$ cat src/hw/rtl/tcw_pkg.sv
// Package for the text console writer: shared constants, command codes and
// control character codes. No dependencies; used by every module of the block.
package tcw_pkg;

    localparam int COLUMNS_DEF = 80;
    localparam int ROWS_DEF    = 25;

    localparam int CELL_W = 16;
    localparam int CHAR_W = 8;
    localparam int ATTR_W = 8;

    // Blank cell: character 0 with light-grey-on-black attribute.
    localparam logic [ATTR_W-1:0] BLANK_ATTR = 8'h07;
    localparam logic [CHAR_W-1:0] BLANK_CHAR = 8'h00;
    localparam logic [ATTR_W-1:0] ATTR_RESET = 8'h07;

    localparam logic CMD_PUT  = 1'b0;
    localparam logic CMD_READ = 1'b1;

    localparam logic [CHAR_W-1:0] CH_TAB = 8'd9;
    localparam logic [CHAR_W-1:0] CH_LF  = 8'd10;
    localparam logic [CHAR_W-1:0] CH_CR  = 8'd13;

    localparam int TAB_STOP = 8;

    // APB register map: one 32-bit word per register.
    localparam int PADDR_W = 3;
    localparam int PDATA_W = 32;
    localparam logic REG_TEXT_ATTRIBUTE = 1'b0;

endpackage

$ cat src/hw/rtl/tcw_apb_regs.sv
// APB configuration register block holding the text attribute byte.
// Depends on tcw_pkg for the register map and reset value.
module tcw_apb_regs (
    input  logic                          clk,
    input  logic                          rst_n,
    input  logic                          psel,
    input  logic                          penable,
    input  logic                          pwrite,
    input  logic [tcw_pkg::PADDR_W-1:0]   paddr,
    input  logic [tcw_pkg::PDATA_W-1:0]   pwdata,
    output logic [tcw_pkg::PDATA_W-1:0]   prdata,
    output logic                          pready,
    output logic [tcw_pkg::ATTR_W-1:0]    text_attribute
);

    logic [tcw_pkg::ATTR_W-1:0] text_attribute_reg;
    logic                       sel_attr;

    // Registers sit on 32-bit words, so the index starts at address bit 2.
    assign sel_attr = (paddr[2] == tcw_pkg::REG_TEXT_ATTRIBUTE);

    always_ff @(posedge clk or negedge rst_n)
    begin
        if (!rst_n)
        begin
            text_attribute_reg <= tcw_pkg::ATTR_RESET;
        end
        else if (psel && penable && pwrite && sel_attr)
        begin
            text_attribute_reg <= pwdata[tcw_pkg::ATTR_W-1:0];
        end
    end

    assign prdata         = sel_attr ? tcw_pkg::PDATA_W'(text_attribute_reg) : '0;
    assign pready         = 1'b1;
    assign text_attribute = text_attribute_reg;

endmodule

$ cat config.mk
export PLATFORM = sky130hd
export DESIGN_NAME = tcw_apb_regs
export DESIGN_NICKNAME = d
export VERILOG_FILES = /design/src/hw/rtl/tcw_pkg.sv /design/src/hw/rtl/tcw_apb_regs.sv
export SDC_FILE = /design/constraint.sdc
export NUM_CORES = 1
export LEC_CHECK = 0
export BUFFER_PORTS_ARGS = -buffer_cell sky130_fd_sc_hd__buf_2
export CAP_MARGIN = 15
export CORE_ASPECT_RATIO = 1.25
export CORE_UTILIZATION = 32
export CTS_CLUSTER_DIAMETER = 40
export DETAILED_ROUTE_END_ITERATION = 8
export GPL_TIMING_DRIVEN = 0
export PLACE_DENSITY = 0.93
export SYNTH_ARGS = -nofsm -noshare
export SYNTH_HDL_FRONTEND = slang
export SYNTH_SLANG_ARGS = --single-unit
$ cat constraint.sdc
create_clock -name clk -period 1.31 [get_ports clk]
set_input_delay 0.131 -clock clk [delete_from_list [all_inputs] [get_ports clk]]
set_output_delay 0.131 -clock clk [all_outputs]
set_load 0.02 [all_outputs]
Yosys cells after proc, flatten, opt, wreduce, memory -nomap -nowiden
Cells that the tools add are included.
{"block": "classes", "n_mux": 1, "bitwise": 1, "n_reduce_logical": 3}
{"operator": "8-bit 2-to-1 mux", "count": 1}
{"operator": "1-bit logical AND", "count": 3}
{"operator": "1-bit NOT", "count": 1}
{"block": "totals", "ff_bits": 8, "input_bits": 40, "out_inout_bits": 41, "elab_cells": 6}

Logic depth before layout (Yosys ltp)
Gate-level depths: netlist of run 1.
{"block": "logic_depth", "depth_word": 3, "ltp_mapped": 2, "depth_no_buf": 2}

Worst setup path before layout of run 1
Ideal clock, no wire load.
{"block": "synth_timing", "path_kind": "reg-to-output", "from": "reg text_attribute_reg, in the netlist text_attribute[0]", "to": "out prdata[0] in the netlist's numbering", "arrival_time_ns": 0.784, "setup_slack_ns": 0.395, "stages_incl_launch_ff": 2, "cell_sequence": "dfstp_2 and2b_2"}
{"block": "synth_between", "elab_chain_len": 1}
{"element": "from (decl)", "line": "tcw_apb_regs.sv:16", "text": "logic [tcw_pkg::ATTR_W-1:0] text_attribute_reg;"}
{"element": "from (signal assigned)", "line": "tcw_apb_regs.sv:26", "text": "text_attribute_reg <= tcw_pkg::ATTR_RESET;"}
{"element": "from (signal assigned)", "line": "tcw_apb_regs.sv:30", "text": "text_attribute_reg <= pwdata[tcw_pkg::ATTR_W-1:0];"}
{"element": "8-bit 2-to-1 mux", "line": "tcw_apb_regs.sv:34", "text": "assign prdata = sel_attr ? tcw_pkg::PDATA_W'(text_attribute_reg) : '0;"}
{"element": "to (decl)", "line": "tcw_apb_regs.sv:11", "text": "output logic [tcw_pkg::PDATA_W-1:0] prdata,"}
Every way passes these cells.

Final worst setup path of run 1
{"block": "layout_timing", "from": "reg text_attribute_reg, in the netlist text_attribute[2]", "to": "out prdata[2] in the netlist's numbering"}
Same word-level chain as after synthesis.

==> results of run 1 <==
cells in the final DEF, fill, tap and decap left out:
master and instances:
and2b_2 8, buf_2 29, buf_4 25, clkbuf_1 1, clkbuf_4 3, conb_1 25, dfrtp_1 5, dfstp_2 3
dlygate4sd3_1 1, mux2_2 8, nand4b_4 1
cell type report:
type | count | area [um^2] | area share [%]
Buffer | 25 | 188 | 21.5
Clock buffer | 4 | 26.3 | 3.01
Multi-Input combinational cell | 42 | 278 | 31.8
Sequential cell | 8 | 204 | 23.4
Tap cell | 18 | 22.5 | 2.58
Timing Repair Buffer | 30 | 155 | 17.8
critical path, cell delays in order (launching register included):
cell	delay, ns
dfstp_2	0.53
and2b_2	0.13
buf_2	0.15
power breakdown:
part / switching (mW) / internal [mW] / leakage (nW)
Combinational: 0.251 / 0.191 / 0.436
Sequential: 0.0347 / 0.318 / 0.0915
Clock: 0.0719 / 0.116 / 0.0150
Total: 0.358 / 0.624 / 0.543
metrics by stage:
stage | hold slack, ns | cells
after floorplan | -0.165 | 75
after CTS | 0.112 | 127
after global placement | -0.0291 | 122
final | 0.117 | 127
after global routing | 0.112 | 127
after detailed placement | -0.0280 | 122
path summary, 6_finish.rpt:
path	startpoint	endpoint	cells after the start
max	text_attribute[2]	prdata[2]	2
min	pwdata[3]	text_attribute[3]	2
max reg2reg	text_attribute[3]	text_attribute[3]	1
min reg2reg	text_attribute[4]	text_attribute[4]	1
max in group asynchronous	rst_n	text_attribute[0]	2
min in group asynchronous	rst_n	text_attribute[4]	2
what timing repair did:
item,4_1_cts,5_1_grt
setup endpoints to repair,0,0
resized for setup,0,0
hold buffers,1,0
hold endpoints to repair,8,0
kinds of logic after synthesis:
group	synth area share [%]
simple gates	16.1
buf+inv	32.2
mux	15.5
flops	35.0
other cells	1.29
layer usage:
layer	track usage [%]	part of all wire (%)	vias up
li1	-	-	229
met1	9.22	30	188
met2	19.6	56	32
met3	2.70	13	2
met4	6.67	0.50	0
met5	0	0	-
==> impl_metrics.py, run 1 <==
metrics = {
    "timing": {
        "timing.final.ws_setup_ns": 0.126,
        "fmaxAchievable_mhz": 844,
        "min_period_over_period_pct": 90.4,
        "hold_viol": 0,
        "fin_worst_skew_ns": 0,
        "rsz0062_at_grt": "false",
        "tns_ns": 0,
        "fin_crit_ns": 1.18,
        "setup_viol_count_final": 0,
        "final_max_slew_viol_count": 0,
    },
    "cells_and_area": {
        "area_growth_pct": 49.8,
        "nets": 150,
        "final_area_um2": 873,
        "largest_reg_flops": 8,
        "drive_gt1_share_pct": 70.6,
        "antenna_cells": 0,
        "fillerInstances": 154,
        "final_core_util_pct": 53.2,
    },
    "logic_synthesis": {
        "synthCells": 52,
        "synth_edf_count": 0,
        "synth.most_common_cell": "buf_4",
        "yosys.area.top_type": "buf_4",
        "async_reset_ff_share_pct": 100,
        "synthesis.area_um2": 583,
        "synth_common_cells": "25 x buf_4, 8 x and2b_2, 8 x mux2_2, 5 x dfrtp_1, 3 x dfstp_2",
        "ys_ff_latch": 8,
        "synth.top_cells.by_area": "buf_4 32%, dfrtp_1 21%, mux2_2 15%",
        "syn_area_per_cell_um2": 11.2,
        "synth_top_area_share_pct": 32.2,
        "synth_cell_types": 7,
        "ys_warn_count": 0,
        "synth-main-ff-cell": "dfrtp_1",
        "seq_area_frac_synth_pct": 35.0,
    },
    "clocking": {
        "cts_sinks": 8,
        "postCtsSetupBuffers": 0,
        "cts_tree": "yes",
        "cts_inserted_buffers": 3,
        "htreeDepth": 1,
        "clk_transition_reported_paths_ns": 0.05,
        "root_buffer": "clkbuf_4",
        "clkLatencyLatePin_ns": 0.24,
        "clk_path_buf_depth": 2,
    },
    "floorplan": {
        "rows": 16,
        "die-area_um2": 2000,
        "initial_core_util_pct": 35.5,
        "ios": 81,
        "fp.dieW_um": 40.2,
        "fp.dieH_um": 49.7,
        "core_area_um2": 1640,
    },
    "detailed_routing": {
        "wl_um": 997,
        "vias_per_cell": 3.55,
        "drt_iter0_drc": 0,
        "drc_errors": 0,
        "dr.pass1.iters": 1,
        "avgRoutedWirePerCell_um": 7.85,
        "vias": 451,
        "ant_nets": 0,
    },
    "run_status": {
        "status": "completed",
    },
    "global_route": {
        "grt_pass1_wl_um": 1440,
        "track_usage_pct": 10.7,
        "grt_pass1_vias": 375,
        "antenna_found_initial": 0,
        "overflow": 0,
        "grt_max_degree": 10,
    },
    "worst_setup_path": {
        "startpoint_type": "flop",
        "crit_path_end_kind": "output port",
        "required_ns": 1.18,
        "cp_max_fo": 3,
        "critPathKind": "reg -> out",
        "worstPathArrival_ns": 1.05,
        "r2r_slack_ns": 0.54,
    },
    "pwr": {
        "power_mw": 0.982,
        "leakagePower_nw": 0.543,
        "p_per_area_nw_per_um2": 1120,
        "vdd_drop_max_mv": 0.478,
    },
    "placed_design": {
        "place_congestion": 0.634,
        "portBuffers": 29,
        "pre_cts_slack_ns": 0.333,
        "placed_cell_area_um2": 837,
    },
    "run": {
        "drv_cap": 0,
    },
    "min_path": {
        "hold_class": "in -> reg",
    },
}
No activity file was read; power rests on OpenSTA's default activity.
==> run 2, diff against run 1 <==
- ABC_AREA: not set -> 1
- CORE_UTILIZATION: 32 -> 33
==> impl_metrics.py, run 2 <==
metrics = {
    "run_status": {
        "status": "completed",
    },
    "floorplan": {
        "core_area_um2": 1740,
        "die-area_um2": 2040,
        "fp.dieW_um": 40.6,
        "initial_core_util_pct": 35.2,
        "fp.dieH_um": 50.2,
        "ios": 81,
        "rows": 17,
    },
    "detailed_routing": {
        "ant_nets": 0,
        "vias": 545,
        "drc_errors": 0,
        "vias_per_cell": 3.49,
        "drt_iter0_drc": 5,
        "dr.pass1.iters": 4,
        "wl_um": 1130,
        "avgRoutedWirePerCell_um": 7.24,
    },
    "worst_setup_path": {
        "crit_path_end_kind": "output port",
        "cp_max_fo": 3,
        "required_ns": 1.18,
        "startpoint_type": "flop",
        "worstPathArrival_ns": 1.07,
        "critPathKind": "reg -> out",
        "regToRegStartpoint": "text_attribute[1]",
        "r2r_slack_ns": 0.60,
        "r2r_end": "text_attribute[1]",
        "r2r_cells": 2,
    },
    "global_route": {
        "grt_pass1_wl_um": 1720,
        "track_usage_pct": 12.3,
        "overflow": 0,
        "grt_max_degree": 10,
        "grt_pass1_vias": 422,
        "antenna_found_initial": 0,
    },
    "timing": {
        "rsz0062_at_grt": "false",
        "timing.final.ws_setup_ns": 0.106,
        "fin_crit_ns": 1.20,
        "hold_viol": 0,
        "fmaxAchievable_mhz": 830,
        "fin_worst_skew_ns": 0,
        "tns_ns": 0,
        "min_period_over_period_pct": 91.9,
        "hold_ws_ns": 0.0908,
        "setup_viol_count_final": 0,
        "final_max_slew_viol_count": 0,
    },
    "run": {
        "drv_cap": 0,
    },
    "clocking": {
        "postCtsSetupBuffers": 0,
        "clk_transition_reported_paths_ns": 0.05,
        "clk_path_buf_depth": 2,
        "cts_tree": "yes",
        "post_cts_resized": 0,
        "cts_inserted_buffers": 3,
        "htreeDepth": 1,
        "root_buffer": "clkbuf_4",
        "clkLatencyLatePin_ns": 0.25,
        "cts_sinks": 8,
    },
    "pwr": {
        "leakagePower_nw": 0.607,
        "vdd_drop_max_mv": 0.472,
        "p_per_area_nw_per_um2": 1060,
    },
    "cells_and_area": {
        "final_core_util_pct": 51.6,
        "area_growth_pct": 46.7,
        "instances_no_fill": 156,
        "drive_gt1_share_pct": 46.0,
        "antenna_cells": 0,
        "mostFrequentLayoutCell": "buf_2",
        "mostFrequentLayoutCells": "28 x buf_2, 25 x buf_4, 25 x conb_1, 17 x nand2_1, 9 x inv_1",
        "largest_reg_flops": 8,
        "nets": 178,
    },
    "logic_synthesis": {
        "synth_cell_types": 12,
        "synth-main-ff-cell": "dfrtp_1",
        "ys_ff_latch": 8,
        "async_reset_ff_share_pct": 100,
        "syn_area_per_cell_um2": 7.57,
        "synth.top_cells.by_area": "buf_4 31%, dfrtp_1 20%, dfstp_2 13%",
        "seq_area_frac_synth_pct": 33.3,
        "synth_edf_count": 0,
        "synthesis.area_um2": 613,
        "synthCells": 81,
        "synth_common_cells": "25 x buf_4, 17 x nand2_1, 9 x inv_1, 8 x nand3_1, 8 x nor2_1",
        "ys_warn_count": 0,
        "synth_top_area_share_pct": 30.6,
        "yosys.area.top_type": "buf_4",
        "synth.most_common_cell": "buf_4",
    },
    "placed_design": {
        "placed_cells": 151,
        "place_congestion": 0.749,
        "portBuffers": 28,
        "pre_cts_slack_ns": 0.371,
    },
    "min_path": {
        "hold-path-cell-count": 3,
        "whs_endpoint": "text_attribute[0]",
        "hold_start": "pwdata[0]",
        "hold_class": "in -> reg",
    },
}
run 2: cell types whose count changed after synthesis, sizes merged:
cell	delta
and2b	-8
buf	+1
nand3	+8
nand2	+18
inv	+10
nor2	+9
nand4b	-1
mux2	-8
run 2: timing repair:
action	in CTS	in global routing
endpoints found under the hold margin	8	0
hold buffers	1	0
endpoints found under the setup margin	0	0
run 2: cells by family (layout without fill, tap and decap cells):
kind of cell | Yosys count | in the layout | share of synthesized area [%]
other cells | 2 | 25 | 1.22
simple gates | 35 | 35 | 26.9
flops | 8 | 8 | 33.3
buf+inv | 36 | 69 | 38.6
run 2: worst max-delay path by stage:
stage / start / to / slack, ns / depth (start not counted)
after floorplan: text_attribute[0] / prdata[0] / 0.27 / 2
after global placement: text_attribute[0] / prdata[0] / 0.38 / 3
after detailed placement: text_attribute[0] / prdata[0] / 0.37 / 3
after CTS: text_attribute[0] / prdata[0] / 0.1 / 3
after global routing: text_attribute[0] / prdata[0] / 0.03 / 3
final: text_attribute[0] / prdata[0] / 0.11 / 3
run 2: routing by layer:
metal	global-route usage (%)	share of wire (%)	vias to the layer above
met5	0	0	-
met4	8.33	2.8	0
met3	1.33	13	3
met2	19.3	46	40
met1	14.8	37	201
li1	-	-	301
run 2: worst max-delay path, cell delays in order (launching register included):
cell and delay (ns):
dfstp_2 0.54, inv_1 0.04, nor2_1 0.08, buf_2 0.17
run 2: power by group:
group / switching (mW) / internal [mW]
clock: 0.0840 / 0.116
sequential: 0.0334 / 0.307
combinational: 0.263 / 0.151
total: 0.380 / 0.574
run 2: cell type report:
type	count	area, um^2
fill	185	845
buffer	26	199
inverter	10	37.5
timing repair buffer	29	150
tap	19	23.8
clock buffer	4	26.3
multi-input combinational	60	259
sequential	8	204
run 2: stage by stage:
step	area, um^2	total power, mW
3_5_place_dp	863	0.757
5_1_grt	900	1.04
6_report	900	0.955
4_1_cts	900	0.965
3_3_place_gp	863	0.749
2_1_floorplan	699	0.643
